File: config.mk
export PLATFORM = sky130hd
export DESIGN_NAME = frame_ring_with_sequence_monitor_top
export DESIGN_NICKNAME = d
export VERILOG_FILES = /design/src/frsm_pkg.sv /design/src/frsm_ring.sv /design/src/frame_ring_with_sequence_monitor_top.sv
export SDC_FILE = /design/constraint.sdc
export NUM_CORES = 2
export LEC_CHECK = 0
export ABC_AREA = 1
export BUFFER_PORTS_ARGS = -buffer_cell sky130_fd_sc_hd__buf_4
export CAP_MARGIN = 20
export CELL_PAD_IN_SITES_DETAIL_PLACEMENT = 1
export CELL_PAD_IN_SITES_GLOBAL_PLACEMENT = 2
export CORE_ASPECT_RATIO = 2
export CORE_MARGIN = 2
export CORE_UTILIZATION = 41
export CTS_CLUSTER_SIZE = 30
export DETAILED_ROUTE_END_ITERATION = 16
export PLACE_DENSITY = 0.87
export SLEW_MARGIN = 20
export SYNTH_ARGS = -nofsm -noshare
export SYNTH_HDL_FRONTEND = slang
export SYNTH_SLANG_ARGS = --single-unit
File: constraint.sdc
create_clock -name clk -period 20.4 [get_ports clk]
set_input_delay 3.06 -clock clk [delete_from_list [all_inputs] [get_ports clk]]
set_output_delay 3.06 -clock clk [all_outputs]
set_load 0.05 [all_outputs]
File: src/frsm_pkg.sv
// shared constants and types for the frame ring with sequence monitor
`default_nettype none

package frsm_pkg;

  // descriptor ring geometry
  localparam int RING_DEPTH = 16;
  localparam int PTR_W      = (RING_DEPTH > 1) ? $clog2(RING_DEPTH) : 1;
  localparam int FILL_W     = $clog2(RING_DEPTH + 1);

  // field widths
  localparam int OCC_W  = 5;
  localparam int SEQ_W  = 64;
  localparam int TS_W   = 64;
  localparam int SEED_W = 32;
  localparam int CNT_W  = 64;

  // operation codes
  localparam logic OP_PUSH = 1'b0;
  localparam logic OP_POP  = 1'b1;

  typedef logic [PTR_W-1:0]  ptr_t;
  typedef logic [FILL_W-1:0] fill_t;

  // request from the monitor to the ring
  typedef struct packed {
    logic en;
    logic push;
  } ring_ctl_t;

  // ring status: ok is for the request presented now, fill and peak are current
  typedef struct packed {
    logic  ok;
    fill_t fill;
    fill_t peak;
  } ring_sts_t;

endpackage

`default_nettype wire

File: src/frsm_ring.sv
// descriptor storage with head and tail pointers, fill and peak fill
`default_nettype none

module frsm_ring (
  input  wire logic                          clk,
  input  wire logic                          rst_n,
  input  wire frsm_pkg::ring_ctl_t           ctl,
  input  wire logic [frsm_pkg::SEQ_W-1:0]    wr_sequence,
  input  wire logic [frsm_pkg::TS_W-1:0]     wr_timestamp,
  input  wire logic [frsm_pkg::SEED_W-1:0]   wr_seed,
  output frsm_pkg::ring_sts_t                sts,
  output logic [frsm_pkg::SEQ_W-1:0]         rd_sequence,
  output logic [frsm_pkg::TS_W-1:0]          rd_timestamp,
  output logic [frsm_pkg::SEED_W-1:0]        rd_seed
);

  logic [frsm_pkg::SEQ_W-1:0]  slot_seq_r  [frsm_pkg::RING_DEPTH];
  logic [frsm_pkg::TS_W-1:0]   slot_ts_r   [frsm_pkg::RING_DEPTH];
  logic [frsm_pkg::SEED_W-1:0] slot_seed_r [frsm_pkg::RING_DEPTH];

  frsm_pkg::ptr_t  head_r, head_nxt;
  frsm_pkg::ptr_t  tail_r, tail_nxt;
  frsm_pkg::fill_t fill_r, fill_nxt;
  frsm_pkg::fill_t peak_r, peak_nxt;

  logic not_full;
  logic not_empty;
  logic do_write;
  logic do_read;

  assign not_full  = fill_r < frsm_pkg::FILL_W'(frsm_pkg::RING_DEPTH);
  assign not_empty = fill_r != '0;
  assign do_write  = ctl.en && ctl.push && not_full;
  assign do_read   = ctl.en && !ctl.push && not_empty;

  assign sts.ok   = ctl.push ? not_full : not_empty;
  assign sts.fill = fill_r;
  assign sts.peak = peak_r;

  // oldest entry, valid only when not empty
  assign rd_sequence  = slot_seq_r[head_r];
  assign rd_timestamp = slot_ts_r[head_r];
  assign rd_seed      = slot_seed_r[head_r];

  always_comb begin
    head_nxt = head_r;
    tail_nxt = tail_r;
    fill_nxt = fill_r;
    peak_nxt = peak_r;
    if (do_write) begin
      tail_nxt = (tail_r == frsm_pkg::PTR_W'(frsm_pkg::RING_DEPTH - 1)) ? '0 :
                 tail_r + frsm_pkg::PTR_W'(1);
      fill_nxt = fill_r + frsm_pkg::FILL_W'(1);
      if (fill_nxt > peak_r) begin
        peak_nxt = fill_nxt;
      end
    end else if (do_read) begin
      head_nxt = (head_r == frsm_pkg::PTR_W'(frsm_pkg::RING_DEPTH - 1)) ? '0 :
                 head_r + frsm_pkg::PTR_W'(1);
      fill_nxt = fill_r - frsm_pkg::FILL_W'(1);
    end
  end

  always_ff @(posedge clk) begin
    if (!rst_n) begin
      head_r <= '0;
      tail_r <= '0;
      fill_r <= '0;
      peak_r <= '0;
    end else begin
      head_r <= head_nxt;
      tail_r <= tail_nxt;
      fill_r <= fill_nxt;
      peak_r <= peak_nxt;
    end
  end

  always_ff @(posedge clk) begin
    if (do_write) begin
      slot_seq_r[tail_r]  <= wr_sequence;
      slot_ts_r[tail_r]   <= wr_timestamp;
      slot_seed_r[tail_r] <= wr_seed;
    end
  end

endmodule

`default_nettype wire

File: src/frame_ring_with_sequence_monitor_top.sv
// top level: input register, descriptor ring, sequence and timestamp monitors
// flow: an accepted word is held in the input register, then its result is registered onto out_*
// throughput: one word per cycle while out_stall does not hold a result, the monitor state update is a single pass
// reset: synchronous active low; pointers, fill, peak, monitors and counters clear
// descriptor storage is not cleared, a pop only ever reads a pushed entry
`default_nettype none

module frame_ring_with_sequence_monitor_top (
  input  wire logic                        clk,
  input  wire logic                        rst_n,
  // input channel
  input  wire logic                        in_valid,
  output logic                             in_stall,
  input  wire logic                        in_op,
  input  wire logic [frsm_pkg::SEQ_W-1:0]  in_sequence,
  input  wire logic [frsm_pkg::TS_W-1:0]   in_timestamp,
  input  wire logic [frsm_pkg::SEED_W-1:0] in_seed,
  // result channel
  output logic                             out_valid,
  input  wire logic                        out_stall,
  output logic                             out_ok,
  output logic [frsm_pkg::SEQ_W-1:0]       out_sequence,
  output logic [frsm_pkg::TS_W-1:0]        out_timestamp,
  output logic [frsm_pkg::SEED_W-1:0]      out_seed,
  output logic [frsm_pkg::OCC_W-1:0]       out_occupancy,
  output logic [frsm_pkg::OCC_W-1:0]       out_peak_occupancy,
  output logic [frsm_pkg::CNT_W-1:0]       out_pushed_total,
  output logic [frsm_pkg::CNT_W-1:0]       out_drop_total,
  output logic [frsm_pkg::CNT_W-1:0]       out_source_gap_total,
  output logic [frsm_pkg::CNT_W-1:0]       out_reorder_total,
  output logic [frsm_pkg::CNT_W-1:0]       out_time_regress_total,
  output logic [frsm_pkg::CNT_W-1:0]       out_consumer_gap_total
);

  // result of following one sequence number on one side
  typedef struct packed {
    logic                       seen;
    logic [frsm_pkg::SEQ_W-1:0] last;
    logic [frsm_pkg::CNT_W-1:0] gap_cnt;
    logic                       older;
  } trk_t;

  // first number is only recorded; a jump adds the missing count;
  // a number not above the last one keeps the last one and is flagged
  function automatic trk_t seq_follow(
    input logic                       seen,
    input logic [frsm_pkg::SEQ_W-1:0] last,
    input logic [frsm_pkg::SEQ_W-1:0] seq,
    input logic [frsm_pkg::CNT_W-1:0] gap_cnt
  );
    trk_t res;
    res.seen    = 1'b1;
    res.last    = last;
    res.gap_cnt = gap_cnt;
    res.older   = 1'b0;
    if (!seen) begin
      res.last = seq;
    end else if (seq > last) begin
      // difference of one adds zero
      res.gap_cnt = gap_cnt + (seq - last - frsm_pkg::SEQ_W'(1));
      res.last    = seq;
    end else begin
      res.older = 1'b1;
    end
    return res;
  endfunction

  // ---------------------------------------------------------------------
  // input register
  // ---------------------------------------------------------------------
  logic                        s1_valid_r, s1_valid_nxt;
  logic                        s1_op_r;
  logic [frsm_pkg::SEQ_W-1:0]  s1_seq_r;
  logic [frsm_pkg::TS_W-1:0]   s1_ts_r;
  logic [frsm_pkg::SEED_W-1:0] s1_seed_r;

  logic in_acc;
  logic adv;          // the held word is processed at this edge

  // process whenever the result register is empty or is being drained
  assign adv      = s1_valid_r && (!out_valid || !out_stall);
  assign in_stall = s1_valid_r && !adv;
  assign in_acc   = in_valid && !in_stall;

  always_comb begin
    s1_valid_nxt = s1_valid_r;
    if (in_acc) begin
      s1_valid_nxt = 1'b1;
    end else if (adv) begin
      s1_valid_nxt = 1'b0;
    end
  end

  always_ff @(posedge clk) begin
    if (!rst_n) begin
      s1_valid_r <= 1'b0;
    end else begin
      s1_valid_r <= s1_valid_nxt;
    end
  end

  always_ff @(posedge clk) begin
    if (in_acc) begin
      s1_op_r   <= in_op;
      s1_seq_r  <= in_sequence;
      s1_ts_r   <= in_timestamp;
      s1_seed_r <= in_seed;
    end
  end

  // ---------------------------------------------------------------------
  // descriptor ring
  // ---------------------------------------------------------------------
  frsm_pkg::ring_ctl_t         ring_ctl;
  frsm_pkg::ring_sts_t         ring_sts;
  logic [frsm_pkg::SEQ_W-1:0]  rd_seq;
  logic [frsm_pkg::TS_W-1:0]   rd_ts;
  logic [frsm_pkg::SEED_W-1:0] rd_seed;

  assign ring_ctl.en   = adv;
  assign ring_ctl.push = (s1_op_r == frsm_pkg::OP_PUSH);

  frsm_ring u_ring (
    .clk          (clk),
    .rst_n        (rst_n),
    .ctl          (ring_ctl),
    .wr_sequence  (s1_seq_r),
    .wr_timestamp (s1_ts_r),
    .wr_seed      (s1_seed_r),
    .sts          (ring_sts),
    .rd_sequence  (rd_seq),
    .rd_timestamp (rd_ts),
    .rd_seed      (rd_seed)
  );

  // ---------------------------------------------------------------------
  // monitor state and statistics
  // ---------------------------------------------------------------------
  logic                       src_seen_r, src_seen_nxt;
  logic [frsm_pkg::SEQ_W-1:0] src_last_r, src_last_nxt;
  logic                       con_seen_r, con_seen_nxt;
  logic [frsm_pkg::SEQ_W-1:0] con_last_r, con_last_nxt;
  logic                       time_seen_r, time_seen_nxt;
  logic [frsm_pkg::TS_W-1:0]  ts_high_r, ts_high_nxt;

  logic [frsm_pkg::CNT_W-1:0] pushed_cnt_r, pushed_cnt_nxt;
  logic [frsm_pkg::CNT_W-1:0] drop_cnt_r, drop_cnt_nxt;
  logic [frsm_pkg::CNT_W-1:0] src_gap_cnt_r, src_gap_cnt_nxt;
  logic [frsm_pkg::CNT_W-1:0] reorder_cnt_r, reorder_cnt_nxt;
  logic [frsm_pkg::CNT_W-1:0] tregress_cnt_r, tregress_cnt_nxt;
  logic [frsm_pkg::CNT_W-1:0] con_gap_cnt_r, con_gap_cnt_nxt;

  // result register for the per-word fields
  logic                        out_valid_r, out_valid_nxt;
  logic                        ok_r, ok_nxt;
  logic [frsm_pkg::SEQ_W-1:0]  oseq_r, oseq_nxt;
  logic [frsm_pkg::TS_W-1:0]   ots_r, ots_nxt;
  logic [frsm_pkg::SEED_W-1:0] oseed_r, oseed_nxt;

  trk_t src_trk;
  trk_t con_trk;
  logic is_push;
  logic is_pop;

  assign is_push = adv && (s1_op_r == frsm_pkg::OP_PUSH);
  assign is_pop  = adv && (s1_op_r == frsm_pkg::OP_POP);

  assign src_trk = seq_follow(src_seen_r, src_last_r, s1_seq_r, src_gap_cnt_r);
  assign con_trk = seq_follow(con_seen_r, con_last_r, rd_seq, con_gap_cnt_r);

  always_comb begin
    src_seen_nxt     = src_seen_r;
    src_last_nxt     = src_last_r;
    con_seen_nxt     = con_seen_r;
    con_last_nxt     = con_last_r;
    time_seen_nxt    = time_seen_r;
    ts_high_nxt      = ts_high_r;
    pushed_cnt_nxt   = pushed_cnt_r;
    drop_cnt_nxt     = drop_cnt_r;
    src_gap_cnt_nxt  = src_gap_cnt_r;
    reorder_cnt_nxt  = reorder_cnt_r;
    tregress_cnt_nxt = tregress_cnt_r;
    con_gap_cnt_nxt  = con_gap_cnt_r;

    out_valid_nxt = out_valid_r;
    ok_nxt        = ok_r;
    oseq_nxt      = oseq_r;
    ots_nxt       = ots_r;
    oseed_nxt     = oseed_r;

    if (!out_stall) begin
      out_valid_nxt = 1'b0;
    end

    if (adv) begin
      out_valid_nxt = 1'b1;
      ok_nxt        = ring_sts.ok;
      oseq_nxt      = '0;
      ots_nxt       = '0;
      oseed_nxt     = '0;
    end

    if (is_push) begin
      // monitors run even when the push is dropped
      src_seen_nxt    = src_trk.seen;
      src_last_nxt    = src_trk.last;
      src_gap_cnt_nxt = src_trk.gap_cnt;
      if (src_trk.older) begin
        reorder_cnt_nxt = reorder_cnt_r + frsm_pkg::CNT_W'(1);
      end
      // equal timestamp is neither a regression nor a new high
      if (time_seen_r && (s1_ts_r < ts_high_r)) begin
        tregress_cnt_nxt = tregress_cnt_r + frsm_pkg::CNT_W'(1);
      end
      if (!time_seen_r || (s1_ts_r > ts_high_r)) begin
        ts_high_nxt = s1_ts_r;
      end
      time_seen_nxt = 1'b1;
      if (ring_sts.ok) begin
        pushed_cnt_nxt = pushed_cnt_r + frsm_pkg::CNT_W'(1);
      end else begin
        drop_cnt_nxt = drop_cnt_r + frsm_pkg::CNT_W'(1);
      end
    end

    if (is_pop && ring_sts.ok) begin
      oseq_nxt        = rd_seq;
      ots_nxt         = rd_ts;
      oseed_nxt       = rd_seed;
      // an older number on the pop side is simply ignored
      con_seen_nxt    = con_trk.seen;
      con_last_nxt    = con_trk.last;
      con_gap_cnt_nxt = con_trk.gap_cnt;
    end
  end

  always_ff @(posedge clk) begin
    if (!rst_n) begin
      src_seen_r     <= 1'b0;
      src_last_r     <= '0;
      con_seen_r     <= 1'b0;
      con_last_r     <= '0;
      time_seen_r    <= 1'b0;
      ts_high_r      <= '0;
      pushed_cnt_r   <= '0;
      drop_cnt_r     <= '0;
      src_gap_cnt_r  <= '0;
      reorder_cnt_r  <= '0;
      tregress_cnt_r <= '0;
      con_gap_cnt_r  <= '0;
      out_valid_r    <= 1'b0;
    end else begin
      src_seen_r     <= src_seen_nxt;
      src_last_r     <= src_last_nxt;
      con_seen_r     <= con_seen_nxt;
      con_last_r     <= con_last_nxt;
      time_seen_r    <= time_seen_nxt;
      ts_high_r      <= ts_high_nxt;
      pushed_cnt_r   <= pushed_cnt_nxt;
      drop_cnt_r     <= drop_cnt_nxt;
      src_gap_cnt_r  <= src_gap_cnt_nxt;
      reorder_cnt_r  <= reorder_cnt_nxt;
      tregress_cnt_r <= tregress_cnt_nxt;
      con_gap_cnt_r  <= con_gap_cnt_nxt;
      out_valid_r    <= out_valid_nxt;
    end
  end

  always_ff @(posedge clk) begin
    ok_r    <= ok_nxt;
    oseq_r  <= oseq_nxt;
    ots_r   <= ots_nxt;
    oseed_r <= oseed_nxt;
  end

  // ---------------------------------------------------------------------
  // outputs
  // ---------------------------------------------------------------------
  // state only moves when a word is processed, which never happens while a
  // result is held, so the statistics can be shown straight from state
  assign out_valid              = out_valid_r;
  assign out_ok                 = ok_r;
  assign out_sequence           = oseq_r;
  assign out_timestamp          = ots_r;
  assign out_seed               = oseed_r;
  assign out_occupancy          = frsm_pkg::OCC_W'(ring_sts.fill);
  assign out_peak_occupancy     = frsm_pkg::OCC_W'(ring_sts.peak);
  assign out_pushed_total       = pushed_cnt_r;
  assign out_drop_total         = drop_cnt_r;
  assign out_source_gap_total   = src_gap_cnt_r;
  assign out_reorder_total      = reorder_cnt_r;
  assign out_time_regress_total = tregress_cnt_r;
  assign out_consumer_gap_total = con_gap_cnt_r;

endmodule

`default_nettype wire

==> results.md <==
- Share of cells above drive strength 1: 10.14%
- Initial drt markers: roughly 9400
- Slew Viols, Final: 0
- Post-synth top area cell: edfxtp_1
- Synth Instances: 14767
- Setup TNS: 0 ns
- Mapped cell area: 156500 um2
- Worst path cell trace: inv_8 -> buf_12 -> buf_12 -> o21ai_0 -> o22ai_1 -> o21ai_0 -> o21bai_1 -> o21a_1 -> fa_1 -> inv_1 -> ha_1 -> nand2_1 -> o21ai_0 -> a21oi_1 -> nand3_1 -> nand2_1 -> o21bai_1 -> xor2_1 -> nor2_1 -> nor2_1
- Drt drc: 0
- RSZ-0062 raised after global routing: false
- First-pass GRT wire length: 833.0 mm
- DP Area: around 170000 um2
- Worst min path class: reg2reg
- Hold path depth: 2
- Syn nets: 15393
- Hpwl dp: 380.1 mm
- Post-layout instance area: 177500 um2
- Register area share after synthesis: 63.00%
- Area share of the leading cell type in the synthesized netlist: ~55%
- Maxcap violations: 0
- Setup Buffers After CTS: 0
- Area contributors post-synth: edfxtp_1 55%, dfxtp_1 7.7%, nor2_1 5.2%, o21ai_0 4.8%, nand2_1 4.3%
- Most frequent cell after synthesis: edfxtp_1
- Power Total: between 0.015 and 0.02 W
- Final Hold Fails: 0
- Port bufs: 721
- TritonRoute pass-1 iters: 6
- Depth of the CTS H-tree: 5
- Die W: around 440 um
- Static leakage power: 62.59 nW
- Slew at the pin closest to its max-slew limit: 1.218 ns
- Syn-to-layout area delta: 13.42%
- Die area: 387000 um2
- Worst Path Required: 21.21 ns
- Critical path type: reg2reg
- Core area: roughly 380000 um2
- Longest Clk Path Bufs: 4
- CTS Buf Count: 330
- Gr usage total: 29.22%
- Nets@finish: 15874
- Maximum fanout along the worst path: 211
- Commonest cells post-synth: 2882 x edfxtp_1, 2183 x nor2_1, 1791 x nand2_1, 1498 x o21ai_0, 1303 x inv_1
- Post-Route WL: 577.9 mm
- FF-to-FF path depth: 20
- CTS clk-pin slew, worst paths: approximately 0.070 ns
- Congestion Overflow GR: 0
- Largest net degree at the start of global routing: ~220
- Vias/cell: 5.731
- CP Capture Type: flop
- Slowest cell on the critical path: buf_12
- RD Place Congestion: 0.9508
- Vias in the first global route: 124831
- Cell variety after synth: between 50 and 60
- Root Buffer Master: clkbuf_16
- Yosys reg bits: 3484
- Clock Sinks: 3484
- Post-synth top flop: edfxtp_1
- Period utilization: approximately 36%
- Skew-Pair Late Insertion Delay: 0.96 ns
- Outcome: finished, final reports clean
- Avg Cell Area, Syn: roughly 11 um2
- Post-synth ARST share: 0%
- Cell row count: 320
- Cell mode on critical path: o21ai_0
- Final min period: 7.340 ns
- Worst slew margin relative to its limit: a little under a fifth
- CTS tree: built
- Pwr dens: 93.48 nW/um2
- Skew final: 0.07024 ns
- Number of routed nets with antenna violations: 0
- VDD IR max: 0.1093 mV
- Fmax: approximately 140 MHz
- Vias: 117522
- Post-synth EDFFs: 2882
- Crit path arrival time: just over 8 ns
- Die Ht: 877.7 um
- Initial Util: 41.19%
- Largest stage delay, worst path: 0.76 ns
- Startpoint Class: flop
- Setup violations, final: 0
- Initial antenna violation count: 29
- Routed WL per cell: 28.18 um
- I/O Pins: 722
- Hold_buf cts: 0
- Post_cts resized: 0
- Syn. warnings: 0
-- state kept, by name, indices dropped and copies added, names as in the netlist, 5 cells and up, named ones only --
register,flops
s1_ts_r,64
out_drop_total,64
u_ring.slot_ts_r,1024
src_last_r,64
out_source_gap_total,64
u_ring.peak_r,5
u_ring.fill_r,5
out_sequence,64
ts_high_r,64
out_timestamp,64
s1_seq_r,64
out_time_regress_total,64
s1_seed_r,32
out_seed,32
out_consumer_gap_total,64
out_pushed_total,64
u_ring.slot_seed_r,512
u_ring.slot_seq_r,1024
con_last_r,64
out_reorder_total,64
-- report_power, final --
group | switching, W | total, W | internal, W
sequential | 0.000131 | 0.00792 | 0.00778
clock | 0.00285 | 0.00637 | 0.00352
combinational | 0.00166 | 0.00230 | 0.000641
-- through the flow --
stage	util (%)	setup WS, ns	cells	hold slack (ns)
after detailed placement	43.86	12.55	19905	0.4679
after global routing	46.71	12.53	20500	0.5021
after global placement	43.85	12.65	19904	0.4593
after floorplan	-	5.036	14767	0.4409
after CTS	46.69	12.51	20497	0.4860
final	46.72	13.06	20507	0.4836
-- per-layer routing --
metal,GRT usage [%],share of wire (%)
met2,52.75,52
met4,20.27,8.1
met3,3.854,5.3
met5,0,0.0097
met1,31.30,35
-- critical path, delay by kind of cell (launching register included) --
kind	cells	cell delay (ns)
fa+ha+maj	2	1.12
buf+inv	4	1.83
xor+xnor	1	0.14
compound gates	8	2.51
flops	1	0.47
simple gates	5	0.67
-- cell type report --
class,instances,area [um2]
Tap cell,4991,6245
Multi-Input combinational cell,9161,49510
Antenna cell,8,20.02
Sequential cell,3484,98610
Fill cell,41360,202500
Clock inverter,195,2071
Timing Repair Buffer,921,7216
Clock buffer,397,8706
Inverter,1350,5127
-- logic make-up (layout without fill, tap and decap cells) --
group	count (synthesis)	count (layout)	synth area share, %
DFF	3484	3484	63.00
adders and majority gates	461	461	4.300
buffers and inverters	2122	2863	5.465
other	0	8	0
xor gates and xnor gates	258	258	1.444
and+or+nand+nor	5085	5085	13.45
AOI/OAI and AO/OA	3357	3357	12.34
-- cells in the final DEF, fill, tap and decap left out, drive strengths merged, types with 23 or more instances in the layout --
master and n:
xor2 179, a21oi 889, nor4 48, o221ai 361, xnor2 79, dfxtp 602
nor3 179, o21ai 1520, inv 1361, o21a 49, fa 128, nand4 132
buf 920, o211ai 155, ha 333, clkinv 128, nand3b 23, o22ai 268
nand2 1802, bufinv 36, nand3 634, clkbuf 398, edfxtp 2882, nor2 2246
o21bai 61
-- worst paths after layout --
| check | startpoint | endpoint | slack (ns) |
|---|---|---|---|
| max | flop | out_consumer_gap_total[36] | 13.06 |
| min | ts_high_r[9] | ts_high_r[9] | 0.48 |
| max reg2reg | flop | out_consumer_gap_total[36] | 13.06 |
| min reg2reg | ts_high_r[9] | ts_high_r[9] | 0.48 |
Note: power is estimated with default switching activity, not from simulation.
